### config.mk
export PLATFORM = sky130hd
export DESIGN_NAME = adaptive_transfer_tuner
export DESIGN_NICKNAME = d
export VERILOG_FILES = /design/src/rtl/att_pkg.sv /design/src/rtl/att_regs.sv /design/src/rtl/att_ctrl.sv /design/src/rtl/att_dp.sv /design/src/rtl/adaptive_transfer_tuner.sv
export SDC_FILE = /design/constraint.sdc
export NUM_CORES = 2
export LEC_CHECK = 0
export ABC_CLOCK_PERIOD_IN_PS = 6900
export BUFFER_PORTS_ARGS = -buffer_cell sky130_fd_sc_hd__buf_2
export CAP_MARGIN = 20
export CORE_MARGIN = 2
export CORE_UTILIZATION = 35
export CTS_BUF_LIST = sky130_fd_sc_hd__clkbuf_4 sky130_fd_sc_hd__clkbuf_8 sky130_fd_sc_hd__clkbuf_16
export DETAILED_ROUTE_END_ITERATION = 10
export PLACE_DENSITY = 0.52
export SLEW_MARGIN = 20
export SYNTH_ARGS = -nofsm -noshare
export SYNTH_HDL_FRONTEND = slang
export SYNTH_SLANG_ARGS = --single-unit
### constraint.sdc
create_clock -name clk -period 6.9 [get_ports clk]
set_input_delay 1.38 -clock clk [delete_from_list [all_inputs] [get_ports clk]]
set_output_delay 1.38 -clock clk [all_outputs]
set_load 0.01 [all_outputs]
### src/rtl/att_pkg.sv
// Shared types, constants and register map for the adaptive transfer tuner.
`default_nettype none

package att_pkg;

  // Throughput fraction bits, default
  localparam int RATE_FRAC_BITS_DEF = 16;

  // Configuration port
  localparam int APB_ADDR_W = 5;
  localparam int APB_DATA_W = 32;

  localparam int CHUNK_W = 32;
  localparam int DEPTH_W = 16;
  localparam int ELAPSED_W = 48;
  localparam int RATE_W = 48;

  // Register reset values
  localparam logic [CHUNK_W-1:0] MIN_CHUNK_RST   = 32'd4096;
  localparam logic [CHUNK_W-1:0] MAX_CHUNK_RST   = 32'd1048576;
  localparam logic [DEPTH_W-1:0] MIN_DEPTH_RST   = 16'd1;
  localparam logic [DEPTH_W-1:0] MAX_DEPTH_RST   = 16'd64;
  localparam logic [CHUNK_W-1:0] START_CHUNK_RST = 32'd65536;
  localparam logic [DEPTH_W-1:0] START_DEPTH_RST = 16'd4;

  // Reset start values already lie inside the reset bounds
  localparam logic [CHUNK_W-1:0] CHUNK_NOW_RST = START_CHUNK_RST;
  localparam logic [DEPTH_W-1:0] DEPTH_NOW_RST = START_DEPTH_RST;

  typedef enum logic [2:0] {
    REG_MIN_CHUNK   = 3'd0,
    REG_MAX_CHUNK   = 3'd1,
    REG_MIN_DEPTH   = 3'd2,
    REG_MAX_DEPTH   = 3'd3,
    REG_START_CHUNK = 3'd4,
    REG_START_DEPTH = 3'd5
  } reg_idx_t;

  typedef enum logic [1:0] {
    ST_OK         = 2'd0,
    ST_EMPTY      = 2'd1,
    ST_NONPOS     = 2'd2,
    ST_BAD_BOUNDS = 2'd3
  } status_t;

  localparam logic OP_OBSERVE = 1'b0;
  localparam logic OP_RESTART = 1'b1;

  typedef struct packed {
    logic                        op;
    logic [CHUNK_W-1:0]          bytes_done;
    logic signed [ELAPSED_W-1:0] elapsed_ns;
    logic                        link_error;
    logic                        mem_pressure;
    logic                        starved;
  } sample_t;

  typedef struct packed {
    logic [1:0]         status;
    logic [CHUNK_W-1:0] chunk_out;
    logic [DEPTH_W-1:0] depth_out;
  } result_t;

  typedef struct packed {
    logic [CHUNK_W-1:0] min_chunk;
    logic [CHUNK_W-1:0] max_chunk;
    logic [DEPTH_W-1:0] min_depth;
    logic [DEPTH_W-1:0] max_depth;
    logic [CHUNK_W-1:0] start_chunk;
    logic [DEPTH_W-1:0] start_depth;
  } cfg_t;

  typedef enum logic [2:0] {
    S_IDLE,
    S_CHECK,
    S_DIV,
    S_SAT,
    S_MUL,
    S_CMP,
    S_APPLY,
    S_EMIT
  } state_t;

  typedef struct packed {
    logic load;      // capture the incoming word
    logic div_load;  // set up the divider
    logic div_step;  // one quotient bit
    logic sat;       // register the saturated measurement
    logic mul;       // register the threshold products
    logic cmp;       // register the gain and drop flags
    logic apply;     // update the tuner state
    logic emit;      // load the result register
  } cmd_t;

  typedef struct packed {
    logic need_div;
    logic div_done;
    logic out_free;
  } dp_stat_t;

endpackage

`default_nettype wire

### src/rtl/att_regs.sv
// APB configuration registers of the adaptive transfer tuner.
`default_nettype none

module att_regs (
  input  wire logic                             clk,
  input  wire logic                             rst,
  input  wire logic                             psel,
  input  wire logic                             penable,
  input  wire logic                             pwrite,
  input  wire logic [att_pkg::APB_ADDR_W-1:0]   paddr,
  input  wire logic [att_pkg::APB_DATA_W-1:0]   pwdata,
  output logic      [att_pkg::APB_DATA_W-1:0]   prdata,
  output logic                                  pready,
  output att_pkg::cfg_t                         cfg
);

  att_pkg::reg_idx_t idx;
  logic              wr_en;

  assign idx    = att_pkg::reg_idx_t'(paddr[att_pkg::APB_ADDR_W-1:2]);
  assign wr_en  = psel && penable && pwrite;
  assign pready = 1'b1;

  always_ff @(posedge clk) begin
    if (rst) begin
      cfg.min_chunk   <= att_pkg::MIN_CHUNK_RST;
      cfg.max_chunk   <= att_pkg::MAX_CHUNK_RST;
      cfg.min_depth   <= att_pkg::MIN_DEPTH_RST;
      cfg.max_depth   <= att_pkg::MAX_DEPTH_RST;
      cfg.start_chunk <= att_pkg::START_CHUNK_RST;
      cfg.start_depth <= att_pkg::START_DEPTH_RST;
    end else if (wr_en) begin
      case (idx)
        att_pkg::REG_MIN_CHUNK:   cfg.min_chunk   <= pwdata[att_pkg::CHUNK_W-1:0];
        att_pkg::REG_MAX_CHUNK:   cfg.max_chunk   <= pwdata[att_pkg::CHUNK_W-1:0];
        att_pkg::REG_MIN_DEPTH:   cfg.min_depth   <= pwdata[att_pkg::DEPTH_W-1:0];
        att_pkg::REG_MAX_DEPTH:   cfg.max_depth   <= pwdata[att_pkg::DEPTH_W-1:0];
        att_pkg::REG_START_CHUNK: cfg.start_chunk <= pwdata[att_pkg::CHUNK_W-1:0];
        att_pkg::REG_START_DEPTH: cfg.start_depth <= pwdata[att_pkg::DEPTH_W-1:0];
        default: ;
      endcase
    end
  end

  always_comb begin
    case (idx)
      att_pkg::REG_MIN_CHUNK:   prdata = att_pkg::APB_DATA_W'(cfg.min_chunk);
      att_pkg::REG_MAX_CHUNK:   prdata = att_pkg::APB_DATA_W'(cfg.max_chunk);
      att_pkg::REG_MIN_DEPTH:   prdata = att_pkg::APB_DATA_W'(cfg.min_depth);
      att_pkg::REG_MAX_DEPTH:   prdata = att_pkg::APB_DATA_W'(cfg.max_depth);
      att_pkg::REG_START_CHUNK: prdata = att_pkg::APB_DATA_W'(cfg.start_chunk);
      att_pkg::REG_START_DEPTH: prdata = att_pkg::APB_DATA_W'(cfg.start_depth);
      default:                  prdata = '0;
    endcase
  end

endmodule

`default_nettype wire

### src/rtl/att_ctrl.sv
// Sequencing state machine of the adaptive transfer tuner.
`default_nettype none

module att_ctrl (
  input  wire logic              clk,
  input  wire logic              rst,
  input  wire logic              sample_valid,
  output logic                   sample_ready,
  input  wire att_pkg::dp_stat_t stat,
  output att_pkg::cmd_t          cmd
);

  att_pkg::state_t state, state_next;

  always_ff @(posedge clk) begin
    if (rst) begin
      state <= att_pkg::S_IDLE;
    end else begin
      state <= state_next;
    end
  end

  always_comb begin
    state_next   = state;
    cmd          = '0;
    sample_ready = 1'b0;
    case (state)
      att_pkg::S_IDLE: begin
        sample_ready = 1'b1;
        if (sample_valid) begin
          cmd.load   = 1'b1;
          state_next = att_pkg::S_CHECK;
        end
      end
      att_pkg::S_CHECK: begin
        // only a valid observe word with a usable interval needs the quotient
        if (stat.need_div) begin
          cmd.div_load = 1'b1;
          state_next   = att_pkg::S_DIV;
        end else begin
          state_next = att_pkg::S_APPLY;
        end
      end
      att_pkg::S_DIV: begin
        cmd.div_step = 1'b1;
        if (stat.div_done) begin
          state_next = att_pkg::S_SAT;
        end
      end
      att_pkg::S_SAT: begin
        cmd.sat    = 1'b1;
        state_next = att_pkg::S_MUL;
      end
      att_pkg::S_MUL: begin
        cmd.mul    = 1'b1;
        state_next = att_pkg::S_CMP;
      end
      att_pkg::S_CMP: begin
        cmd.cmp    = 1'b1;
        state_next = att_pkg::S_APPLY;
      end
      att_pkg::S_APPLY: begin
        cmd.apply  = 1'b1;
        state_next = att_pkg::S_EMIT;
      end
      att_pkg::S_EMIT: begin
        if (stat.out_free) begin
          cmd.emit   = 1'b1;
          state_next = att_pkg::S_IDLE;
        end
      end
      default: begin
        state_next = att_pkg::S_IDLE;
      end
    endcase
  end

endmodule

`default_nettype wire

### src/rtl/att_dp.sv
// Datapath of the adaptive transfer tuner: serial divider, thresholds and state update.
`default_nettype none

module att_dp #(
  parameter int RATE_FRAC_BITS = att_pkg::RATE_FRAC_BITS_DEF
) (
  input  wire logic              clk,
  input  wire logic              rst,
  input  wire att_pkg::cmd_t     cmd,
  output att_pkg::dp_stat_t      stat,
  input  wire att_pkg::cfg_t     cfg,
  input  wire att_pkg::sample_t  sample,
  output att_pkg::result_t       result,
  output logic                   result_valid,
  input  wire logic              result_ready
);

  localparam int CW  = att_pkg::CHUNK_W;
  localparam int DPW = att_pkg::DEPTH_W;
  localparam int RW  = att_pkg::RATE_W;
  localparam int EW  = att_pkg::ELAPSED_W;
  localparam int DW  = CW + RATE_FRAC_BITS;   // dividend and quotient width
  localparam int NW  = EW - 1;                // positive divisor magnitude
  localparam int CNW = $clog2(DW);
  localparam int PW  = RW + 7;                // products by constants below 128
  localparam int SW  = RW + 2;                // 3*avg + meas

  att_pkg::sample_t smp;

  // tuner state
  logic [CW-1:0]  chunk_now;
  logic [DPW-1:0] depth_now;
  logic [RW-1:0]  rate_avg;
  logic           gain_streak;

  logic [CW-1:0]  chunk_next;
  logic [DPW-1:0] depth_next;
  logic [RW-1:0]  avg_next;
  logic           streak_next;
  logic [1:0]     status_next;
  logic [1:0]     status_q;

  // divider
  logic [DW-1:0]  dvd;        // dividend bits out, quotient bits in
  logic [NW-1:0]  dvsr;
  logic [NW-1:0]  rem;
  logic [CNW-1:0] cnt;
  logic [NW:0]    rem_sh;
  logic [NW:0]    rem_diff;
  logic           q_bit;

  logic [DW+RW-1:0] quot_x;
  logic [RW-1:0]    meas;
  logic [PW-1:0]    p_m100, p_a103, p_m40, p_a37;
  logic             gain, drop;

  logic bounds_ok, el_pos, is_empty, is_nonpos;
  logic [SW-1:0] avg_sum;

  // ---------------------------------------------------------------- helpers
  function automatic logic [DPW-1:0] shrink_depth(input logic [DPW-1:0] d,
                                                  input logic [DPW-1:0] lo);
    logic [DPW-1:0] h;
    h = d >> 1;
    return (h > lo) ? h : lo;
  endfunction

  function automatic logic [CW-1:0] shrink_chunk(input logic [CW-1:0] c,
                                                 input logic [CW-1:0] lo);
    logic [CW-1:0] h;
    h = c >> 1;
    return (h > lo) ? h : lo;
  endfunction

  function automatic logic [DPW-1:0] grow_depth(input logic [DPW-1:0] d,
                                                input logic [DPW-1:0] hi);
    logic [DPW-1:0] inc;
    inc = d >> 2;
    if (inc == '0) inc = DPW'(1);
    if (d >= hi || inc > (hi - d)) return hi;
    return d + inc;
  endfunction

  function automatic logic [CW-1:0] double_chunk(input logic [CW-1:0] c,
                                                 input logic [CW-1:0] hi);
    if (c >= hi || c > (hi - c)) return hi;
    return c + c;
  endfunction

  // ---------------------------------------------------------- classification
  assign bounds_ok = (cfg.min_chunk != '0) && (cfg.min_depth != '0) &&
                     (cfg.min_chunk <= cfg.max_chunk) && (cfg.min_depth <= cfg.max_depth);
  assign el_pos    = (smp.elapsed_ns != '0) && !smp.elapsed_ns[EW-1];
  assign is_empty  = (smp.bytes_done == '0) && !smp.link_error;
  assign is_nonpos = !el_pos && !smp.link_error;

  assign stat.need_div = bounds_ok && (smp.op == att_pkg::OP_OBSERVE) && !is_empty &&
                         !is_nonpos && !smp.link_error;
  assign stat.div_done = (cnt == CNW'(DW - 1));
  assign stat.out_free = !result_valid || result_ready;

  always_ff @(posedge clk) begin
    if (cmd.load) begin
      smp <= sample;
    end
  end

  // ------------------------------------------------- restoring serial divider
  assign rem_sh   = {rem, dvd[DW-1]};
  assign rem_diff = rem_sh - {1'b0, dvsr};
  assign q_bit    = (rem_sh >= {1'b0, dvsr});

  always_ff @(posedge clk) begin
    if (cmd.div_load) begin
      dvd  <= DW'(smp.bytes_done) << RATE_FRAC_BITS;
      dvsr <= smp.elapsed_ns[NW-1:0];
      rem  <= '0;
      cnt  <= '0;
    end else if (cmd.div_step) begin
      dvd  <= {dvd[DW-2:0], q_bit};
      rem  <= q_bit ? rem_diff[NW-1:0] : rem_sh[NW-1:0];
      cnt  <= cnt + CNW'(1);
    end
  end

  // saturate the quotient to the rate width
  assign quot_x = {{RW{1'b0}}, dvd};

  always_ff @(posedge clk) begin
    if (cmd.sat) begin
      meas <= (|quot_x[DW+RW-1:RW]) ? {RW{1'b1}} : quot_x[RW-1:0];
    end
  end

  // rise of 3 % : 100*meas >= 103*avg, fall of 7.5 % : 40*meas <= 37*avg
  always_ff @(posedge clk) begin
    if (cmd.mul) begin
      p_m100 <= (PW'(meas) << 6) + (PW'(meas) << 5) + (PW'(meas) << 2);
      p_a103 <= (PW'(rate_avg) << 6) + (PW'(rate_avg) << 5) + (PW'(rate_avg) << 2) +
                (PW'(rate_avg) << 1) + PW'(rate_avg);
      p_m40  <= (PW'(meas) << 5) + (PW'(meas) << 3);
      p_a37  <= (PW'(rate_avg) << 5) + (PW'(rate_avg) << 2) + PW'(rate_avg);
    end
  end

  always_ff @(posedge clk) begin
    if (cmd.cmp) begin
      gain <= (p_m100 >= p_a103);
      drop <= (p_m40 <= p_a37);
    end
  end

  // ------------------------------------------------------------ state update
  assign avg_sum = SW'(rate_avg) + (SW'(rate_avg) << 1) + SW'(meas);

  always_comb begin
    chunk_next  = chunk_now;
    depth_next  = depth_now;
    avg_next    = rate_avg;
    streak_next = gain_streak;
    status_next = att_pkg::ST_OK;
    if (!bounds_ok) begin
      status_next = att_pkg::ST_BAD_BOUNDS;
    end else if (smp.op == att_pkg::OP_RESTART) begin
      chunk_next  = (cfg.start_chunk < cfg.min_chunk) ? cfg.min_chunk :
                    (cfg.start_chunk > cfg.max_chunk) ? cfg.max_chunk : cfg.start_chunk;
      depth_next  = (cfg.start_depth < cfg.min_depth) ? cfg.min_depth :
                    (cfg.start_depth > cfg.max_depth) ? cfg.max_depth : cfg.start_depth;
      avg_next    = '0;
      streak_next = 1'b0;
    end else if (is_empty) begin
      status_next = att_pkg::ST_EMPTY;
    end else if (is_nonpos) begin
      status_next = att_pkg::ST_NONPOS;
    end else if (smp.link_error) begin
      depth_next  = shrink_depth(depth_now, cfg.min_depth);
      chunk_next  = shrink_chunk(chunk_now, cfg.min_chunk);
      avg_next    = '0;
      streak_next = 1'b0;
    end else if (smp.mem_pressure) begin
      // chunk only gives way once depth is already at its floor
      depth_next  = shrink_depth(depth_now, cfg.min_depth);
      if (depth_now == cfg.min_depth) begin
        chunk_next = shrink_chunk(chunk_now, cfg.min_chunk);
      end
      avg_next    = meas;
      streak_next = 1'b0;
    end else if (rate_avg == '0) begin
      avg_next = meas;
    end else begin
      if (gain) begin
        depth_next = grow_depth(depth_now, cfg.max_depth);
        if (gain_streak) begin
          chunk_next  = double_chunk(chunk_now, cfg.max_chunk);
          streak_next = 1'b0;
        end else begin
          streak_next = 1'b1;
        end
      end else if (drop) begin
        depth_next  = shrink_depth(depth_now, cfg.min_depth);
        chunk_next  = shrink_chunk(chunk_now, cfg.min_chunk);
        streak_next = 1'b0;
      end else if (smp.starved) begin
        depth_next  = grow_depth(depth_now, cfg.max_depth);
        streak_next = 1'b0;
      end else begin
        streak_next = 1'b0;
      end
      avg_next = avg_sum[SW-1:2];
    end
  end

  always_ff @(posedge clk) begin
    if (rst) begin
      chunk_now   <= att_pkg::CHUNK_NOW_RST;
      depth_now   <= att_pkg::DEPTH_NOW_RST;
      rate_avg    <= '0;
      gain_streak <= 1'b0;
    end else if (cmd.apply) begin
      chunk_now   <= chunk_next;
      depth_now   <= depth_next;
      rate_avg    <= avg_next;
      gain_streak <= streak_next;
    end
  end

  always_ff @(posedge clk) begin
    if (cmd.apply) begin
      status_q <= status_next;
    end
  end

  // -------------------------------------------------------- result register
  always_ff @(posedge clk) begin
    if (rst) begin
      result_valid <= 1'b0;
    end else if (cmd.emit) begin
      result_valid <= 1'b1;
    end else if (result_ready) begin
      result_valid <= 1'b0;
    end
  end

  always_ff @(posedge clk) begin
    if (cmd.emit) begin
      result.status    <= status_q;
      result.chunk_out <= chunk_now;
      result.depth_out <= depth_now;
    end
  end

endmodule

`default_nettype wire

### src/rtl/adaptive_transfer_tuner.sv
// Top level of the adaptive transfer tuner.
`default_nettype none

// Takes one transfer sample word at a time and returns one result word with a status and
// the current chunk size and pipeline depth. Throughput is (bytes_done << RATE_FRAC_BITS)
// divided by elapsed_ns in a restoring divider that produces one quotient bit per cycle.
// An observe word with a usable interval passes through the check, divide, saturate,
// multiply, compare, apply and emit states; restart, error, empty, non-positive and
// bad-bounds words skip the divider and go from check straight to apply and emit. A new
// word is accepted only once the previous one has reached the result register, which
// may still be waiting to be taken. Configuration is written through the APB port while
// the block is idle; a write does not re-clamp the current decision.

module adaptive_transfer_tuner #(
  parameter int RATE_FRAC_BITS = att_pkg::RATE_FRAC_BITS_DEF
) (
  input  wire logic                           clk,
  input  wire logic                           rst,
  input  wire logic                           sample_valid,
  output logic                                sample_ready,
  input  wire att_pkg::sample_t               sample,
  output logic                                result_valid,
  input  wire logic                           result_ready,
  output att_pkg::result_t                    result,
  input  wire logic                           psel,
  input  wire logic                           penable,
  input  wire logic                           pwrite,
  input  wire logic [att_pkg::APB_ADDR_W-1:0] paddr,
  input  wire logic [att_pkg::APB_DATA_W-1:0] pwdata,
  output logic      [att_pkg::APB_DATA_W-1:0] prdata,
  output logic                                pready
);

  att_pkg::cfg_t     cfg;
  att_pkg::cmd_t     cmd;
  att_pkg::dp_stat_t stat;

  att_regs u_regs (
    .clk     (clk),
    .rst     (rst),
    .psel    (psel),
    .penable (penable),
    .pwrite  (pwrite),
    .paddr   (paddr),
    .pwdata  (pwdata),
    .prdata  (prdata),
    .pready  (pready),
    .cfg     (cfg)
  );

  att_ctrl u_ctrl (
    .clk          (clk),
    .rst          (rst),
    .sample_valid (sample_valid),
    .sample_ready (sample_ready),
    .stat         (stat),
    .cmd          (cmd)
  );

  att_dp #(
    .RATE_FRAC_BITS (RATE_FRAC_BITS)
  ) u_dp (
    .clk          (clk),
    .rst          (rst),
    .cmd          (cmd),
    .stat         (stat),
    .cfg          (cfg),
    .sample       (sample),
    .result       (result),
    .result_valid (result_valid),
    .result_ready (result_ready)
  );

endmodule

`default_nettype wire

# == Word level (Yosys, flattened, before mapping) ==
# Cells that the tools add are included.
# totals
reg_bits,799
input_bits,128
output_inout_bits,85
word_cells,256
# op_classes
add_sub_neg,18
muxes,120
eq_ne,22
order_cmp,16
n_reduce_logical,45
bitwise,1
# ops
operator,count
16-bit two-way mux,34
32-bit two-way mux,15
48-bit two-way mux,8
32-bit one-hot mux with 6 select lines,1
54-bit by 53-bit adder with 55-bit output,2
55-bit by 48-bit adder with 55-bit output,2
55-bit by 50-bit adder with 55-bit output,2
32-bit > comparator,2
55-bit by 49-bit adder with 55-bit output,1
55-bit greater-or-equal comparator,1
55-bit less-or-equal comparator,1
53-bit by 50-bit adder with 54-bit output,1
53-bit by 51-bit adder with 54-bit output,1
1-bit two-way mux,52
48-bit by 49-bit adder with 50-bit output,1
50-bit by 48-bit adder with 50-bit output,1
48-bit by 47-bit greater-or-equal comparator with 1-bit output,1
16-bit > comparator,3
48-bit logical NOT,1
48-bit nonzero test,1
47-bit two-way mux,1
47-bit subtractor,1
16-bit adder,2
32-bit adder,1
other kinds (43),86

# == Depth between registers and ports, before layout ==
# depth
depth_word,35
depth_mapped,28
mapped_depth_nobuf,27

# == Modules after synthesis ==
# From an unflattened synthesis, not the netlist that was laid out.
# hier_totals
cells_unflattened,6523
area_unflattened_um2,63716.1
# by_module_without_submodules
module,cells_per_inst,seq_area_each_um2,area_per_inst_um2,n_inst
att_dp,5774,17606.9,56311.5,1
att_regs,713,2882.8,7089.3,1
att_ctrl,36,60.1,315.3,1

# == Worst setup path before layout ==
# No wires, ideal clock.
# synth_timing
path_kind,flip-flop to flip-flop
startpoint,register u_ctrl.state[2]
endpoint,register u_ctrl.state[2]
required_time_ns,6.822
setup_ns,0.078
t_arrival_ns,6.100
period_less_slack_ns,6.178
stages_incl_launch_ff,7
n_path_buf,1
setup_slack_ns,0.722
cell_sequence,dfxtp_1 -> clkbuf_1 -> and2_1 -> nor2_1 -> a21oi_1 -> a21oi_1 -> nor3_1
# synth_via
elab_chain_len,3
elab_cells_between_ends,13
classes_between,eq/ne: 10; mux: 1; reduce/logical: 2
# synth_lines
element,line_no,text
"start, declared",att_ctrl.sv:13,"att_pkg::state_t state, state_next;"
"start signal, assigned",att_ctrl.sv:17,state <= att_pkg::S_IDLE;
"start signal, assigned",att_ctrl.sv:19,state <= state_next;
"3-bit by 2-bit equality test with 1-bit output, or another cell as far along",att_ctrl.sv:27,case (state)
2-bit != test (no source line),n/a,
3-bit AND reduction (no source line),n/a,
# Several ways; a longest one is shown, not always the timed one.
# A chain may end at the register's enable or synchronous reset.

# == Worst setup path in the final report ==
# layout_timing
startpoint,register u_dp.rate_avg[8]
endpoint,"register u_dp.p_a37[51], data pin"
# layout_via
elab_chain_len,2
# layout_lines
element,line_no,text
"start, declared",att_dp.sv:33,logic [RW-1:0] rate_avg;
"start signal, assigned",att_dp.sv:222,rate_avg <= avg_next;
53-bit by 50-bit adder with 54-bit output,att_dp.sv:142,p_a37 <= (PW'(rate_avg) << 5) + (PW'(rate_avg) << 2) + PW'(rate_avg);
55-bit by 48-bit adder with 55-bit output *,att_dp.sv:142,
"end signal, assigned",att_dp.sv:142,
"end, declared",att_dp.sv:54,"logic [PW-1:0] p_m100, p_a103, p_m40, p_a37;"
# Every way passes the cells marked *; elsewhere a longest branch is shown, timed or not.

==> impl_summary.txt <==
----------------------------------------------------
[Min path]
  Worst hold endpoint ... u_dp.meas[29]$_DFFE_PP_
  Hold wc startpoint ... u_dp.dvd[29]$_DFFE_PP_
  Path type of the worst min-delay path ... register to register
  Worst Hold Path Cells ... 0

[Route]
  Routed wirelength normalized by instance count ... 20.7 µm
  Number of optimization iterations in the first detailed-route pass ... 5
  Residual antenna-violating net count after detailed routing ... 0
  Detailed router's first-iteration violation count ... 3383
  Vias per cell ... 5.46
  Number of vias in the routed layout ... 52.0k
  Routed Wire Length ... 197000 µm
  # DRC ... 0

[Placed design]
  Place WS ... 0.763 ns
  I/O Buffers ... 209
  Cell Area, Placed ... 68100 µm²
  Final Wtd Congestion ... 0.911
  Placed wire-length estimate ... 154000 µm

[Critical path]
  Number of buffer and inverter instances along the worst setup path ... 0
  Required arrival time at the worst endpoint ... 7.40 ns
  R2R cell count ... 20
  Maximum net fanout on the critical path ... 12
  Startpoint types ... register
  Critical path class ... register to register
  Crit-path max cell delay ... 0.87 ns
  Reg2Reg Launch Point ... u_dp.rate_avg[8]$_SDFFE_PP0P_
  Arrival time of data at the critical path endpoint ... 6.54 ns
  Worst-path cell chain ... ha_1 > a21oi_1 > o21ai_0 > a221oi_2 > o21ai_1 > a31oi_1 > o21ai_0 > and2_1 > a31oi_1 > xnor2_1 > ha_1 > and3_1 > and3_1 > o211a_1 > a31oi_1 > o211ai_1 > nand2b_1 > nor3b_1 > a32oi_1 > xnor2_1
  Crit-path slowest cell ... dfxtp_1
  Capturing element type of the critical path ... register
  Setup slack of the most critical reg-to-reg path ... 0.86 ns
  Family with the most delay on the worst path ... compound AO/OA/AOI/OAI gates
  Endpoint of the lowest-slack register-to-register path ... u_dp.p_a37[51]$_DFFE_PP_
  Most Frequent Cell on Critical Path ... a31oi_1

[Floorplanning]
  Die Ht ... 432 µm
  Total die area ... 186000 µm²
  Initial core utilization ... 0.353
  Core region area ... 181000 µm²
  Die extent in x ... 432 µm
  Row cnt ... 156
  Boundary Pins ... 213

[Global routing]
  Overall Global Routing Usage ... 0.207
  Initial antenna violation count ... 6
  Remaining Overflow, GRT ... 0
  Pin count of the biggest net entering global routing ... 181
  Vias in the first global route ... 51.4k
  First-pass GRT wire length ... 304000 µm

[Yosys]
  Average size of a mapped cell ... 9.29 µm²
  Share of Yosys cell area claimed by the top area cell type ... 0.223
  Post-synthesis compound-gate area fraction ... 0.206
  Most frequently used flop master after synthesis ... edfxtp_1
  Post-Synth Adder-Cell Area ... 0.227
  Net Count, Synth ... 8035
  Mux cell area share after synthesis ... 0.0247
  Combined area of all synthesized cells ... 64000 µm²
  Number of synthesized flops with an enable pin ... 476
  Instance count of the mapped netlist ... 6887
  Distinct cell type count of the synthesized netlist ... 90
  Xor and xnor area share after synthesis ... 0.0494
  Sequential element share of the synthesized area ... 0.322
  Main combinational cell family by area after synthesis ... adder cells
  Cell type with the highest aggregate area in the netlist ... edfxtp_1
  Synthesis-stage register bit count ... 790
  Leading post-synthesis cells by cell area ... edfxtp_1 22%, ha_1 15%, dfxtp_1 9.8%, fa_1 7.4%, a21oi_1 5.7%
  Yosys synthesis warning count ... 0
  Async S/R FF share, synth ... 0
  Synthesized-area fraction occupied by and/or/nand/nor cells ... 0.129

[Power and ir drop]
  Power per Cell Area ... 231 nW/µm²
  Peak supply drop ... 196 µV
  Static leakage power ... 0.0314 µW

[Clocking]
  Clock Pin Slew Worst Setup and Hold Paths ... 0.06 ns
  Clock buffers created by TritonCTS ... 95
  TritonCTS clock tree ... built
  Buffer levels on the longest clock path ... 3
  Root Buffer Master ... clkbuf_16
  H-tree level count ... 3
  Total setup buffers inserted after CTS ... 0
  Number of gates resized after cts ... 0
  Worst-skew pair later-pin latency ... 0.76 ns
  # hold bufs at CTS ... 0
  Clock sinks ... 790

[Final layout]
  Number of fill cells in the layout ... 18.1k
  Fraction of layout cells with a size suffix above 1 ... 0.0789
  Layout Area Growth over Synthesis ... 11.7%
  Most common library cell in the layout ignoring fill and taps ... ha_1
  Final Instance Area ... 71500 µm²
  Post-layout utilization of the core ... 0.395
  Commonest non-fill, non-tap cells in the layout ... 785 x ha_1, 727 x a21oi_1, 694 x nand2_1
  Layout net count ... 8215

[Timing]
  Unrepaired setup endpoints after global routing ... no
  Hold violation count in the final report ... 0
  Number of failing setup endpoints in the final timing report ... 0
  Min Tclk post-route ... 6.04 ns
  Sum of negative setup slack ... 0 ns
  Slack of the critical path ... 0.860 ns
  Max-slew headroom ... 0.249
  Measured slew at the worst slew-check pin ... 1.13 ns
  Pins over their slew limit ... 0
  Largest clock skew in the final design ... 0.0723 ns
  Period utilization ... 0.875
  Fmax achieved ... 166 MHz

[Flow run]
  Max Cap Violations ... 0

[Status]
  Outcome ... complete, no violations

----------------------------------------------------
-- cell usage after synthesis, drive strengths merged, types with 98 or more instances --
master / n
ha: 785
a21oi: 728
nand4: 120
nand2: 697
mux2i: 149
dfxtp: 314
nor2: 393
xor2: 125
clkbuf: 204
fa: 235
o211ai: 117
edfxtp: 476
a211oi: 98
a21o: 298
o21ai: 325
xnor2: 236
nand3: 124
inv: 476
-- worst reg2reg max path: cells and delay by family (launching register included) --
family	cells	cell delay, ns
adders and majority gates	2	0.81
AOI/OAI and AO/OA	11	2.75
and+or+nand+nor	5	1.17
DFF	1	0.87
xor gates and xnor gates	2	0.27
-- state kept, by name, summed over array words and instances, names as in the netlist --
signal	cells
u_dp.cnt	6
u_ctrl.state	3
u_dp.meas	48
u_dp.p_m40	49
u_dp.p_m100	53
u_dp.result_valid	1
u_dp.gain_streak	1
u_dp.rem	47
u_dp.result	50
u_dp.rate_avg	48
u_dp.p_a37	55
u_dp.drop	1
u_dp.p_a103	54
u_dp.dvd	48
u_dp.dvsr	47
u_dp.gain	1
u_dp.depth_now	16
u_regs.cfg	144
u_dp.smp	84
u_dp.chunk_now	32
u_dp.status_q	2
-- through the flow --
| step | power (µW) | std cells | hold WS [ns] |
|---|---|---|---|
| after floorplan | 9710 | 6887 | 0.400 |
| after global placement | 11100 | 9340 | 0.429 |
| after detailed placement | 11100 | 9340 | 0.433 |
| after CTS | 16600 | 9520 | 0.432 |
| after global routing | 17400 | 9520 | 0.455 |
| final | 16500 | 9521 | 0.441 |
-- per-layer routing --
metal	up-vias	part of all wire	GRT usage
met1	25200	0.47	0.284
met4	6	0.028	0.0629
met5	-	0.00024	0
met3	244	0.039	0.0210
li1	25500	-	-
met2	1034	0.47	0.344
-- report_power, final --
part / leakage, µW / switching [µW] / internal [µW]
Combinational: 0.0228 / 3040 / 1920
Sequential: 0.00691 / 426 / 5670
Clock: 0.00165 / 2280 / 3150
Total: 0.0314 / 5750 / 10700
-- layout make-up --
type                       instances  area (µm²)  area share
timing repair buffer             318        1910      0.0267
inverter                         476        1790      0.0250
multi-input combinational       5386       40800       0.571
tap                             2370        2970      0.0415
clock inverter                    63         781      0.0109
clock buffer                     117        2610      0.0365
antenna                            1        2.50   0.0000350
sequential                       790       20600       0.288
-- worst max-delay path by stage --
stage | start | end | slack [ns] | depth (start not counted)
finish | u_dp.rate_avg[8]$_SDFFE_PP0P_ | u_dp.p_a37[51]$_DFFE_PP_ | 0.86 | 20
global placement | u_dp.rate_avg[10]$_SDFFE_PP0P_ | u_dp.p_a103[54]$_DFFE_PP_ | 0.81 | 15
floorplan | u_ctrl.state[2]$_SDFFE_PP0P_ | u_ctrl.state[2]$_SDFFE_PP0P_ | 0.72 | 6
detailed placement | u_dp.rate_avg[10]$_SDFFE_PP0P_ | u_dp.p_a103[54]$_DFFE_PP_ | 0.76 | 15
CTS | u_dp.rate_avg[10]$_SDFFE_PP0P_ | u_dp.p_a103[54]$_DFFE_PP_ | 0.80 | 15
global route | u_dp.rate_avg[8]$_SDFFE_PP0P_ | u_dp.p_a37[51]$_DFFE_PP_ | 0.45 | 20
-- logic make-up after synthesis --
| logic type | Yosys count |
|---|---|
| AO/OA/AOI/OAI | 2066 |
| AND/OR/NAND/NOR | 1780 |
| adder cells (fa/ha/maj) | 1020 |
| flip-flops | 790 |
| buffers and inverters | 711 |
| XOR/XNOR | 361 |
| multiplexers | 157 |
| other | 2 |
Power figures use the tool's default switching activity.
